--- config.mk ---
export PLATFORM = sky130hd
export DESIGN_NAME = grc_fifo
export DESIGN_NICKNAME = d
export VERILOG_FILES = /design/src/rtl/grc_pkg.sv /design/src/rtl/grc_fifo.sv
export VERILOG_INCLUDE_DIRS = /design/src /design/src/rtl
export SDC_FILE = /design/constraint.sdc
export NUM_CORES = 1
export LEC_CHECK = 0
export BUFFER_PORTS_ARGS = -buffer_cell sky130_fd_sc_hd__buf_2
export CORE_UTILIZATION = 45
export CTS_CLUSTER_DIAMETER = 100
export DETAILED_ROUTE_END_ITERATION = 16
export PLACE_DENSITY = 0.73
export SKIP_LAST_GASP = 1
export SLEW_MARGIN = 30
export SYNTH_ARGS = -nofsm -noshare
export SYNTH_HDL_FRONTEND = slang
export SYNTH_SLANG_ARGS = --single-unit
--- constraint.sdc ---
create_clock -name clk -period 3.5 [get_ports clk]
set_clock_uncertainty 0.05 [all_clocks]
set_input_delay 0.35 -clock clk [delete_from_list [all_inputs] [get_ports clk]]
set_output_delay 0.35 -clock clk [all_outputs]
set_load 0.05 [all_outputs]
--- src/rtl/grid_ray_clearance_check_defines.svh ---
// assertion macros shared by the ray clearance check rtl
`ifndef GRID_RAY_CLEARANCE_CHECK_DEFINES_SVH
`define GRID_RAY_CLEARANCE_CHECK_DEFINES_SVH

// same-cycle implication, sampled on clk, off during reset
`define GRC_ASSERT_IMPL(label, ante, cons, msg) \
    label: assert property (@(posedge clk) disable iff (!rst_n) (ante) |-> (cons)) \
        else $error(msg);

// next-cycle implication, sampled on clk, off during reset
`define GRC_ASSERT_NEXT(label, ante, cons, msg) \
    label: assert property (@(posedge clk) disable iff (!rst_n) (ante) |=> (cons)) \
        else $error(msg);

`endif

--- src/rtl/grc_pkg.sv ---
// shared types and constants of the grid ray clearance check
`default_nettype none

package grc_pkg;

    localparam int MAX_DIM_DEFAULT = 256;

    localparam int COORD_W    = 8;
    localparam int GRID_W     = 9;
    localparam int CFG_IDX_W  = 1;
    localparam int CFG_DATA_W = GRID_W;

    localparam int QUEUE_DEPTH = 4;
    localparam int QUEUE_PTR_W = $clog2(QUEUE_DEPTH);
    localparam int QUEUE_CNT_W = $clog2(QUEUE_DEPTH + 1);

    typedef logic [COORD_W-1:0]    coord_t;
    typedef logic [GRID_W-1:0]     grid_dim_t;
    typedef logic [CFG_IDX_W-1:0]  cfg_idx_t;
    typedef logic [CFG_DATA_W-1:0] cfg_data_t;

    localparam grid_dim_t GRID_DIM_RESET = grid_dim_t'(256);

    localparam cfg_idx_t CFG_GRID_WIDTH  = cfg_idx_t'(0);
    localparam cfg_idx_t CFG_GRID_HEIGHT = cfg_idx_t'(1);

    localparam logic OP_WRITE = 1'b0;
    localparam logic OP_QUERY = 1'b1;

    typedef struct packed {
        grid_dim_t width;
        grid_dim_t height;
    } grid_cfg_t;

    // one classified item on its way from the front to the walker
    typedef struct packed {
        logic   is_query;
        logic   same_cell;
        logic   occ;
        coord_t x0;
        coord_t y0;
        coord_t adx;
        coord_t ady;
        logic   x_neg;
        logic   y_neg;
    } cmd_t;

endpackage

`default_nettype wire

--- src/rtl/grc_fifo.sv ---
// short command queue between front end and walker, head visible without a pop
`default_nettype none

module grc_fifo (
    input  wire logic          clk,
    input  wire logic          rst_n,
    input  wire logic          push,
    input  wire grc_pkg::cmd_t push_data,
    input  wire logic          pop,
    output grc_pkg::cmd_t      head,
    output logic               head_valid,
    output logic               full
);
    import grc_pkg::*;

    `include "grid_ray_clearance_check_defines.svh"

    typedef logic [QUEUE_PTR_W-1:0] ptr_t;
    typedef logic [QUEUE_CNT_W-1:0] cnt_t;

    cmd_t slots [QUEUE_DEPTH];
    ptr_t wr_ptr_reg;
    ptr_t wr_ptr_next;
    ptr_t rd_ptr_reg;
    ptr_t rd_ptr_next;
    cnt_t count_reg;
    cnt_t count_next;

    assign head       = slots[rd_ptr_reg];
    assign head_valid = (count_reg != '0);
    assign full       = (count_reg == cnt_t'(QUEUE_DEPTH));

    always_comb
    begin
        wr_ptr_next = wr_ptr_reg;
        rd_ptr_next = rd_ptr_reg;
        count_next  = count_reg;
        if (push)
        begin
            wr_ptr_next = (wr_ptr_reg == ptr_t'(QUEUE_DEPTH - 1)) ? '0 : wr_ptr_reg + 1'b1;
        end
        if (pop)
        begin
            rd_ptr_next = (rd_ptr_reg == ptr_t'(QUEUE_DEPTH - 1)) ? '0 : rd_ptr_reg + 1'b1;
        end
        if (push && !pop)
        begin
            count_next = count_reg + 1'b1;
        end
        else if (pop && !push)
        begin
            count_next = count_reg - 1'b1;
        end
    end

    always_ff @(posedge clk or negedge rst_n)
    begin
        if (!rst_n)
        begin
            wr_ptr_reg <= '0;
            rd_ptr_reg <= '0;
            count_reg  <= '0;
        end
        else
        begin
            wr_ptr_reg <= wr_ptr_next;
            rd_ptr_reg <= rd_ptr_next;
            count_reg  <= count_next;
        end
    end

    always_ff @(posedge clk)
    begin
        if (push)
        begin
            slots[wr_ptr_reg] <= push_data;
        end
    end

    `GRC_ASSERT_IMPL(a_no_push_full, push, !full, "push into full queue")
    `GRC_ASSERT_IMPL(a_no_pop_empty, pop, head_valid, "pop from empty queue")
    `GRC_ASSERT_NEXT(a_count_up, push && !pop, count_reg == $past(count_reg) + 1'b1,
        "queue count did not follow a lone push")

endmodule

`default_nettype wire

==> results_dict.tcl <==
set metrics [dict create \
    hold_buffers 1 \
    drc 0 \
    cts_setup_buffers 0 \
    mostFrequentLayoutCells "148 x edfxtp_1, 79 x buf_2, 37 x mux4_2, 17 x clkbuf_16" \
    synthDistinctLibCells 19 \
    final_hold_viol_count 0 \
    io_buffers 79 \
    grt_pass1_wl_um 14800 \
    setup_violations 0 \
    yosys_warnings 0 \
    layout_commonest_cell "edfxtp_1" \
    crit_path_cells "buf_12 -> mux4_2 -> buf_2" \
    post-place-cells 470 \
    max_slew.worst_pin.slew_ps 602 \
    antenna_found_initial 1 \
    final_critical_path_setup_slack_ps 831 \
    share_comb_of_total_power_pct 34.5 \
    detail_route.vias_per_cell 5.12 \
    finalNonFillerCells 504 \
    clock_tree.htree_level_count 4 \
    clock_power_share_pct 24.9 \
    design.final.nets 370 \
    finalMaxSlewViolations 0 \
    critical_path_peak_fanout 23 \
    internal_power_uw 4080 \
    first_global_vias 2794 \
    arrival_ps 2270 \
    leakage_uw 0.00238 \
    reg_power_share_pct 40.6 \
    synth_area_per_cell_um2 25.0 \
    setup_repair_after_global_routing_missed_its_margin "no" \
    cp_data_required_time_ps 3100 \
    largest_reg_flops 148 \
    ys_ff_latch 155 \
    core_area_mm2 0.0122 \
    rows 40 \
    critPathTopFamily "flip-flops" \
    layout-drive-gt1-share_pct 44.5 \
    clk_pin_slew_ps 60 \
    synthesis.instances 230 \
    cts_resized 0 \
    start_kind "flop" \
    fp.dieH_um 115 \
    pre_cts_ws_ps 1200 \
    syn_to_final_growth_pct 19.4 \
    slew_headroom_pct 59.9 \
    outcome "completed" \
    die_width_um 115 \
    clock_tree_from_tritoncts "built" \
    cts.sink_count 155 \
    post-route-min-period_ps 2670 \
    ctsRootBufferMaster "clkbuf_16" \
    timing.critical_path.buf_inv 2 \
    drt_iter0_drcs 149 \
    swShare_pct 37.2 \
    timing.fmax_mhz 375 \
    global_route.overflow_total 0 \
    antenna_violating_nets_post_route 0 \
    syn-cell-area_mm2 0.00575 \
    tritoncts.num_buffers 17 \
    criticalPathCategory "reg2out" \
    power.density_mw_per_mm2 945 \
    insertion_delay_ps 410 \
    finalHoldWorstSlack_ps 101 \
    vdd_drop_max_v 0.000556 \
    drt_first_pass_iters 4 \
    io_pins 80 \
    design.die.area_mm2 0.0132 \
    clock_tree.buffer_depth 2 \
    gpl.final_weighted_congestion 0.671 \
    grt_start_max_net_pins 40 \
    wire_per_inst_um 19.1 \
    ys_seq_area_share_pct 80.4 \
    global_route.usage.total_pct 16.4 \
    detailed_place_hpwl_um 5500 \
    timing.critical_path.to_type "output pin" \
    power_switching_uw 2410 \
    vias 2582 \
    finalCritPeriodShare_pct 76.3 \
    slowest_cp_cell "dfrtp_2" \
    classification_of_the_worst_slack_hold_path "in2reg" \
    total_power_uw 6490 \
    cap_violations 0 \
    syn_nets 278 \
    floorplan.initialDensity_pct 47.1 \
    finalWirelength_um 9640 \
    cp_slowest_stage_delay_ps 750 \
    final.setup.tns_ps 0 \
]
per-stage QoR:
stage               utilization [%]  area [um2]
detailed placement             51.8        6330
global route                   56.2        6860
finish                         56.2        6860
floorplan                         -        5750
global placement               51.8        6320
CTS                            56.1        6860
cell usage after synthesis:
cell / number / share of area [%]
ha_1: 6 / 1.3
nor2_1: 3 / 0.20
clkbuf_1: 1 / 0.065
xor2_1: 2 / 0.30
dfrtp_1: 7 / 3.0
buf_4: 2 / 0.26
o21ai_0: 2 / 0.17
xnor2_1: 1 / 0.15
and2_1: 4 / 0.44
buf_2: 3 / 0.26
mux4_2: 37 / 15
buf_6: 2 / 0.39
nand2_1: 2 / 0.13
inv_1: 4 / 0.26
or3_1: 1 / 0.11
fa_1: 1 / 0.35
edfxtp_1: 148 / 77
mux2_2: 3 / 0.59
nor3b_1: 1 / 0.13
power by group through the flow:
stage	clock, uW	sequential, uW	combinational (uW)
finish	1610	2630	2240
global route	1720	2680	2360
global placement	0	2660	2260
CTS	1640	2640	2290
floorplan	0	2500	1960
detailed placement	0	2680	2290
area by class of cell:
class / count / area (um2)
fillers: 982 / 5350
multi-input cells: 63 / 1070
diodes: 1 / 2.50
repair buffers: 81 / 425
flip-flops and latches: 155 / 4620
inverters: 4 / 15.0
clock buffers: 20 / 437
well taps: 168 / 210
clock inverters: 12 / 81.3
final timing paths:
path / slack [ps] / startpoint / cells after the start / endpoint
worst max-delay path: 830 / rd_ptr_reg[0] / 3 / head[2]
worst min-delay path: 100 / push_data[6] / 1 / slots[3][6]
worst max register to register: 1860 / wr_ptr_reg[0] / 3 / slots[0][30]
worst min register to register: 440 / count_reg[2] / 1 / count_reg[2]
max in group asynchronous: 2940 / rst_n / 2 / rd_ptr_reg[1]
min in group asynchronous: 270 / rst_n / 2 / count_reg[1]
per-layer routing:
layer | vias up | GRT usage [%] | part of all wire, %
met2 | 76 | 26.5 | 50
met3 | 10 | 6.27 | 6.0
met1 | 1340 | 19.6 | 42
met5 | - | 0 | 0
met4 | 0 | 7.27 | 1.6
li1 | 1156 | - | -
kinds of logic (layout without fill, tap and decap cells):
family | after synthesis | count (layout) | synth area share, %
AOI/OAI and AO/OA | 2 | 2 | 0.174
xor gates and xnor gates | 3 | 3 | 0.457
adders and majority gates | 7 | 7 | 1.65
buffers and inverters | 12 | 117 | 1.24
DFF | 155 | 155 | 80.4
muxes | 40 | 40 | 15.1
other | 0 | 1 | 0
and+or+nand+nor | 11 | 11 | 1.00
No activity file was read; power rests on OpenSTA's default activity.
