### config.mk
export PLATFORM = sky130hd
export DESIGN_NAME = grc_front_flat
export DESIGN_NICKNAME = d
export VERILOG_FILES = /design/src/rtl/grid_ray_clearance_check_defines.svh /design/src/rtl/grc_pkg.sv /design/src/rtl/grc_if.sv /design/src/rtl/grc_front.sv /design/src/flat_wrapper.sv
export SDC_FILE = /design/constraint.sdc
export NUM_CORES = 1
export LEC_CHECK = 0
export BUFFER_PORTS_ARGS = -buffer_cell sky130_fd_sc_hd__buf_2
export CAP_MARGIN = 20
export CORE_MARGIN = 1
export CORE_UTILIZATION = 54
export DETAILED_ROUTE_END_ITERATION = 8
export GPL_TIMING_DRIVEN = 0
export PLACE_DENSITY = 0.95
export SYNTH_ARGS = -nofsm -noshare
export SYNTH_HDL_FRONTEND = slang
export SYNTH_SLANG_ARGS = --single-unit
### constraint.sdc
create_clock -name vclk -period 5.2
set_input_delay 0.26 -clock vclk [all_inputs]
set_output_delay 0.26 -clock vclk [all_outputs]
set_load 0.05 [all_outputs]
### src/rtl/grid_ray_clearance_check_defines.svh
// assertion macros shared by the ray clearance check rtl
`ifndef GRID_RAY_CLEARANCE_CHECK_DEFINES_SVH
`define GRID_RAY_CLEARANCE_CHECK_DEFINES_SVH

// same-cycle implication, sampled on clk, off during reset
`define GRC_ASSERT_IMPL(label, ante, cons, msg) \
    label: assert property (@(posedge clk) disable iff (!rst_n) (ante) |-> (cons)) \
        else $error(msg);

// next-cycle implication, sampled on clk, off during reset
`define GRC_ASSERT_NEXT(label, ante, cons, msg) \
    label: assert property (@(posedge clk) disable iff (!rst_n) (ante) |=> (cons)) \
        else $error(msg);

`endif

### src/rtl/grc_pkg.sv
// shared types and constants of the grid ray clearance check
`default_nettype none

package grc_pkg;

    localparam int MAX_DIM_DEFAULT = 256;

    localparam int COORD_W    = 8;
    localparam int GRID_W     = 9;
    localparam int CFG_IDX_W  = 1;
    localparam int CFG_DATA_W = GRID_W;

    localparam int QUEUE_DEPTH = 4;
    localparam int QUEUE_PTR_W = $clog2(QUEUE_DEPTH);
    localparam int QUEUE_CNT_W = $clog2(QUEUE_DEPTH + 1);

    typedef logic [COORD_W-1:0]    coord_t;
    typedef logic [GRID_W-1:0]     grid_dim_t;
    typedef logic [CFG_IDX_W-1:0]  cfg_idx_t;
    typedef logic [CFG_DATA_W-1:0] cfg_data_t;

    localparam grid_dim_t GRID_DIM_RESET = grid_dim_t'(256);

    localparam cfg_idx_t CFG_GRID_WIDTH  = cfg_idx_t'(0);
    localparam cfg_idx_t CFG_GRID_HEIGHT = cfg_idx_t'(1);

    localparam logic OP_WRITE = 1'b0;
    localparam logic OP_QUERY = 1'b1;

    typedef struct packed {
        grid_dim_t width;
        grid_dim_t height;
    } grid_cfg_t;

    // one classified item on its way from the front to the walker
    typedef struct packed {
        logic   is_query;
        logic   same_cell;
        logic   occ;
        coord_t x0;
        coord_t y0;
        coord_t adx;
        coord_t ady;
        logic   x_neg;
        logic   y_neg;
    } cmd_t;

endpackage

`default_nettype wire

### src/rtl/grc_if.sv
// valid/ready channels for input items and ray results
`default_nettype none

interface grc_item_if;
    import grc_pkg::*;

    logic   valid;
    logic   ready;
    logic   opcode;
    coord_t start_x;
    coord_t start_y;
    coord_t end_x;
    coord_t end_y;
    logic   cell_occupied;

    modport source (
        output valid, opcode, start_x, start_y, end_x, end_y, cell_occupied,
        input  ready
    );
    modport sink (
        input  valid, opcode, start_x, start_y, end_x, end_y, cell_occupied,
        output ready
    );
endinterface


`default_nettype wire

### src/rtl/grc_front.sv
// front end: takes items and classifies them into walker commands
`default_nettype none

module grc_front (
    grc_item_if.sink        item,
    input  wire logic       full,
    output logic            push,
    output grc_pkg::cmd_t   cmd
);
    import grc_pkg::*;

    logic x_neg;
    logic y_neg;

    assign x_neg = item.end_x < item.start_x;
    assign y_neg = item.end_y < item.start_y;

    assign item.ready = !full;
    assign push       = item.valid && !full;

    always_comb
    begin
        cmd.is_query  = (item.opcode == OP_QUERY);
        cmd.same_cell = (item.start_x == item.end_x) && (item.start_y == item.end_y);
        cmd.occ       = item.cell_occupied;
        cmd.x0        = item.start_x;
        cmd.y0        = item.start_y;
        cmd.adx       = x_neg ? (item.start_x - item.end_x) : (item.end_x - item.start_x);
        cmd.ady       = y_neg ? (item.start_y - item.end_y) : (item.end_y - item.start_y);
        cmd.x_neg     = x_neg;
        cmd.y_neg     = y_neg;
    end

endmodule

`default_nettype wire

### src/flat_wrapper.sv
// flat-port wrapper written by rule: the top's interface ports become plain ports
module grc_front_flat import grc_pkg::*;
  (full, push, cmd, item_valid, item_opcode, item_start_x, item_start_y, item_end_x, item_end_y, item_cell_occupied, item_ready);
  grc_item_if item_i ();
  input  wire logic full;
  output logic push;
  output grc_pkg::cmd_t cmd;
  input wire logic [$bits(item_i.valid)-1:0] item_valid;
  input wire logic [$bits(item_i.opcode)-1:0] item_opcode;
  input wire logic [$bits(item_i.start_x)-1:0] item_start_x;
  input wire logic [$bits(item_i.start_y)-1:0] item_start_y;
  input wire logic [$bits(item_i.end_x)-1:0] item_end_x;
  input wire logic [$bits(item_i.end_y)-1:0] item_end_y;
  input wire logic [$bits(item_i.cell_occupied)-1:0] item_cell_occupied;
  output wire logic [$bits(item_i.ready)-1:0] item_ready;
  assign item_i.valid = item_valid;
  assign item_i.opcode = item_opcode;
  assign item_i.start_x = item_start_x;
  assign item_i.start_y = item_start_y;
  assign item_i.end_x = item_end_x;
  assign item_i.end_y = item_end_y;
  assign item_i.cell_occupied = item_cell_occupied;
  assign item_ready = item_i.ready;
  grc_front u_core (.item(item_i), .full(full), .push(push), .cmd(cmd));
endmodule
==> key figures <==
GRT
  – Global route overflow: 0
  – M3 GR Usage: 0.465%
  – Total GRT Usage: 21.7%
  – Gr busiest metal: met2
  – Initial antenna violation count: 0
  – First-pass GRT wire length: 5.84 mm
  – Met1 Use GR: 23.3%
  – Number of global-route vias before repair: 1473
  – Met2 global-route usage: 45.1%
  – Largest net degree at the start of global routing: 10

Timing
  – Fmax: 368 MHz
  – Slew HR: 66.7%
  – Crit share post-route: 52.2%
  – Fin. Hold Viols: 0
  – Setup TNS: 0 ns
  – Setup WS post-layout: 2.48 ns
  – RSZ-0062 raised after global routing: false
  – Fin. max-slew vios: 0
  – Final setup vio count: 0
  – Final min period: 2.72 ns
  – Worst slew pin tran: 0.496 ns
  – Hold slack: 0.822 ns

Yosys
  – Syn nets: 281
  – Post-synthesis adder-cell area fraction: 32.0%
  – Netlist area before placement: 1580 um^2
  – Mux cell area share after synthesis: 6.97%
  – Mapped Cells: 207
  – Share of the synthesized area in the top cell type: 26.9%
  – Synth Area in XOR/XNOR: 6.10%
  – Compound-cell area share of the yosys netlist: 22.7%
  – Synth top area cells: ha_1, buf_4, inv_1, mux2i_1, fa_1
  – Avg Inst Size Synth: 7.63 um^2
  – Sequential area share after synthesis: 0%
  – Yosys cell types: 38
  – Synth area leader: ha_1
  – Simple-Gate Fraction of Synth Area: 10.6%
  – Largest family of logic cells by synthesized area: adder cells
  – Yosys warns: 0

Finish
  – Layout cell share with drive strength beyond 1: 37.5%
  – Final non-filler cell area: 1980 um^2
  – Area grow syn2layout: 25.6%
  – Antenna diode count: 0
  – Seq cells: 0
  – Fin nets: 356
  – Reg area: 0 um^2
  – # clk buffers: 0
  – Non-Filler Instances: 311

Detailed routing
  – DRT iter0 DRCs: 44
  – Post-route ant nets: 0
  – Post-route DRC violation count: 0
  – Total number of vias: 1684
  – WL/cell: 11.5 um
  – Via density: 5.41
  – Post-Route WL: 3.57 mm
  – Initial DRT Pass Iterations: 4

Worst setup path
  – Worst Path Buf+Inv: 4
  – Largest fanout on the critical path: 8
  – Slowest stage delay, CP: 0.48 ns
  – Kind of critical path: in2out
  – Delay-heaviest family, CP: compound AO/OA/AOI/OAI gates
  – Crit end category: primary output
  – Setup crit start kind: input port
  – CP cell instances: buf_2 > inv_1 > ha_1 > clkbuf_1 > a21oi_1 > o21ai_1 > a211oi_4 > mux2i_1 > xor2_1 > buf_2
  – Data arrival, critical path: 2.46 ns
  – Crit path max-delay cell type: a211oi_4
  – Most common cell on crit path: buf_2
  – WP data required: 4.94 ns

Place
  – Port Buf Inserts: 73
  – GP Congestion: 0.834
  – Placement Cell Area: 1980 um^2
  – Dpl cells: 311
  – Detail Placement HPWL: 3.08 mm
  – Pre-CTS WS: 2.53 ns

Die
  – Full die area: 3140 um^2
  – Chip width: 56.1 um
  – Starting density of the core: 57.3%
  – Die height: 56.1 um
  – Core area: 2760 um^2
  – Site Rows: 19
  – Ports: 75

Min path
  – Hold crit path type: in2out

Clock tree
  – Post-CTS Hold Fix Bufs: 0
  – Setup bufs post-CTS: 0
  – Cells resized by post-CTS repair: 0

Power
  – Peak supply drop: 0.172 mV
  – Pleak: 1.22 nW
  – PD cells: 189 nW/um^2

Status
  – Status: complete, no violations

Flow run
  – Max Cap Viol: 0
Yosys cell counts (2+ instances only):
cell type  instances
a21boi_0           2
a21o_1             5
a21oi_1           11
a221oi_1           3
a31oi_1            7
a32oi_1            2
and2_1             3
and3_1             2
buf_2              5
buf_4             20
clkbuf_1           5
fa_1               4
ha_1              34
inv_1             36
mux2i_1           11
nand2_1           11
nand3_1            2
nand3b_1           3
nand4_1            4
nor2b_1            2
o211ai_1           2
o21ai_0            7
o21ai_1            2
xnor2_1            2
xor2_1             9
where the power goes:
group	leakage [nW]	total, W	internal, W	switching [W]
logic	1.22	0.000375	0.000114	0.000261
clock network	0	0	0	0
registers	0	0	0	0
total	1.22	0.000375	0.000114	0.000261
per-stage QoR:
stage          util [%]  total power [W]
2_1_floorplan         -         0.000292
4_1_cts            71.9         0.000375
5_1_grt            71.9         0.000399
3_3_place_gp       71.9         0.000366
6_report           71.9         0.000375
3_5_place_dp       71.9         0.000373
kinds of logic after synthesis:
family | after synthesis
buffers and inverters | 67
AO/OA/AOI/OAI | 49
adder cells (fa/ha/maj) | 38
AND/OR/NAND/NOR | 31
XOR/XNOR | 11
multiplexers | 11
layer usage:
metal / wire [um] / up-vias / share of wire, %
met1: 1390 / 765 / 39
met4: 91 / 0 / 2.5
li1: - / 831 / -
met2: 1880 / 78 / 53
met5: 0 / - / 0
met3: 206 / 10 / 5.8
final cells by class:
| class | instances | area [um^2] |
|---|---|---|
| buffer | 31 | 205 |
| fill | 246 | 774 |
| inverter | 36 | 135 |
| multi-input combinational | 140 | 1240 |
| tap | 31 | 38.8 |
| timing repair buffer | 73 | 365 |
final timing paths:
kind | startpoint | end | slack [ns] | cells after the start
setup / recovery | item_end_x[3] | cmd[12] | 2.48 | 10
hold / removal | item_cell_occupied | cmd[34] | 0.82 | 2
placed cells by master, fill, tap and decap left out, types with 2 or more instances in the layout:
cell      count
inv_1        36
o211ai_1      2
fa_1          4
nand2_1      11
o21ai_1       2
nor2b_1       2
a31oi_1       7
buf_2        78
nand3b_1      3
clkbuf_1      5
nand4_1       4
mux2i_1      11
xnor2_1       2
o21ai_0       7
a21o_1        5
a32oi_1       2
nand3_1       2
and3_1        2
a221oi_1      3
buf_4        20
a21boi_0      2
a21oi_1      11
xor2_1        9
and2_1        3
ha_1         34
Power figures use the tool's default switching activity.
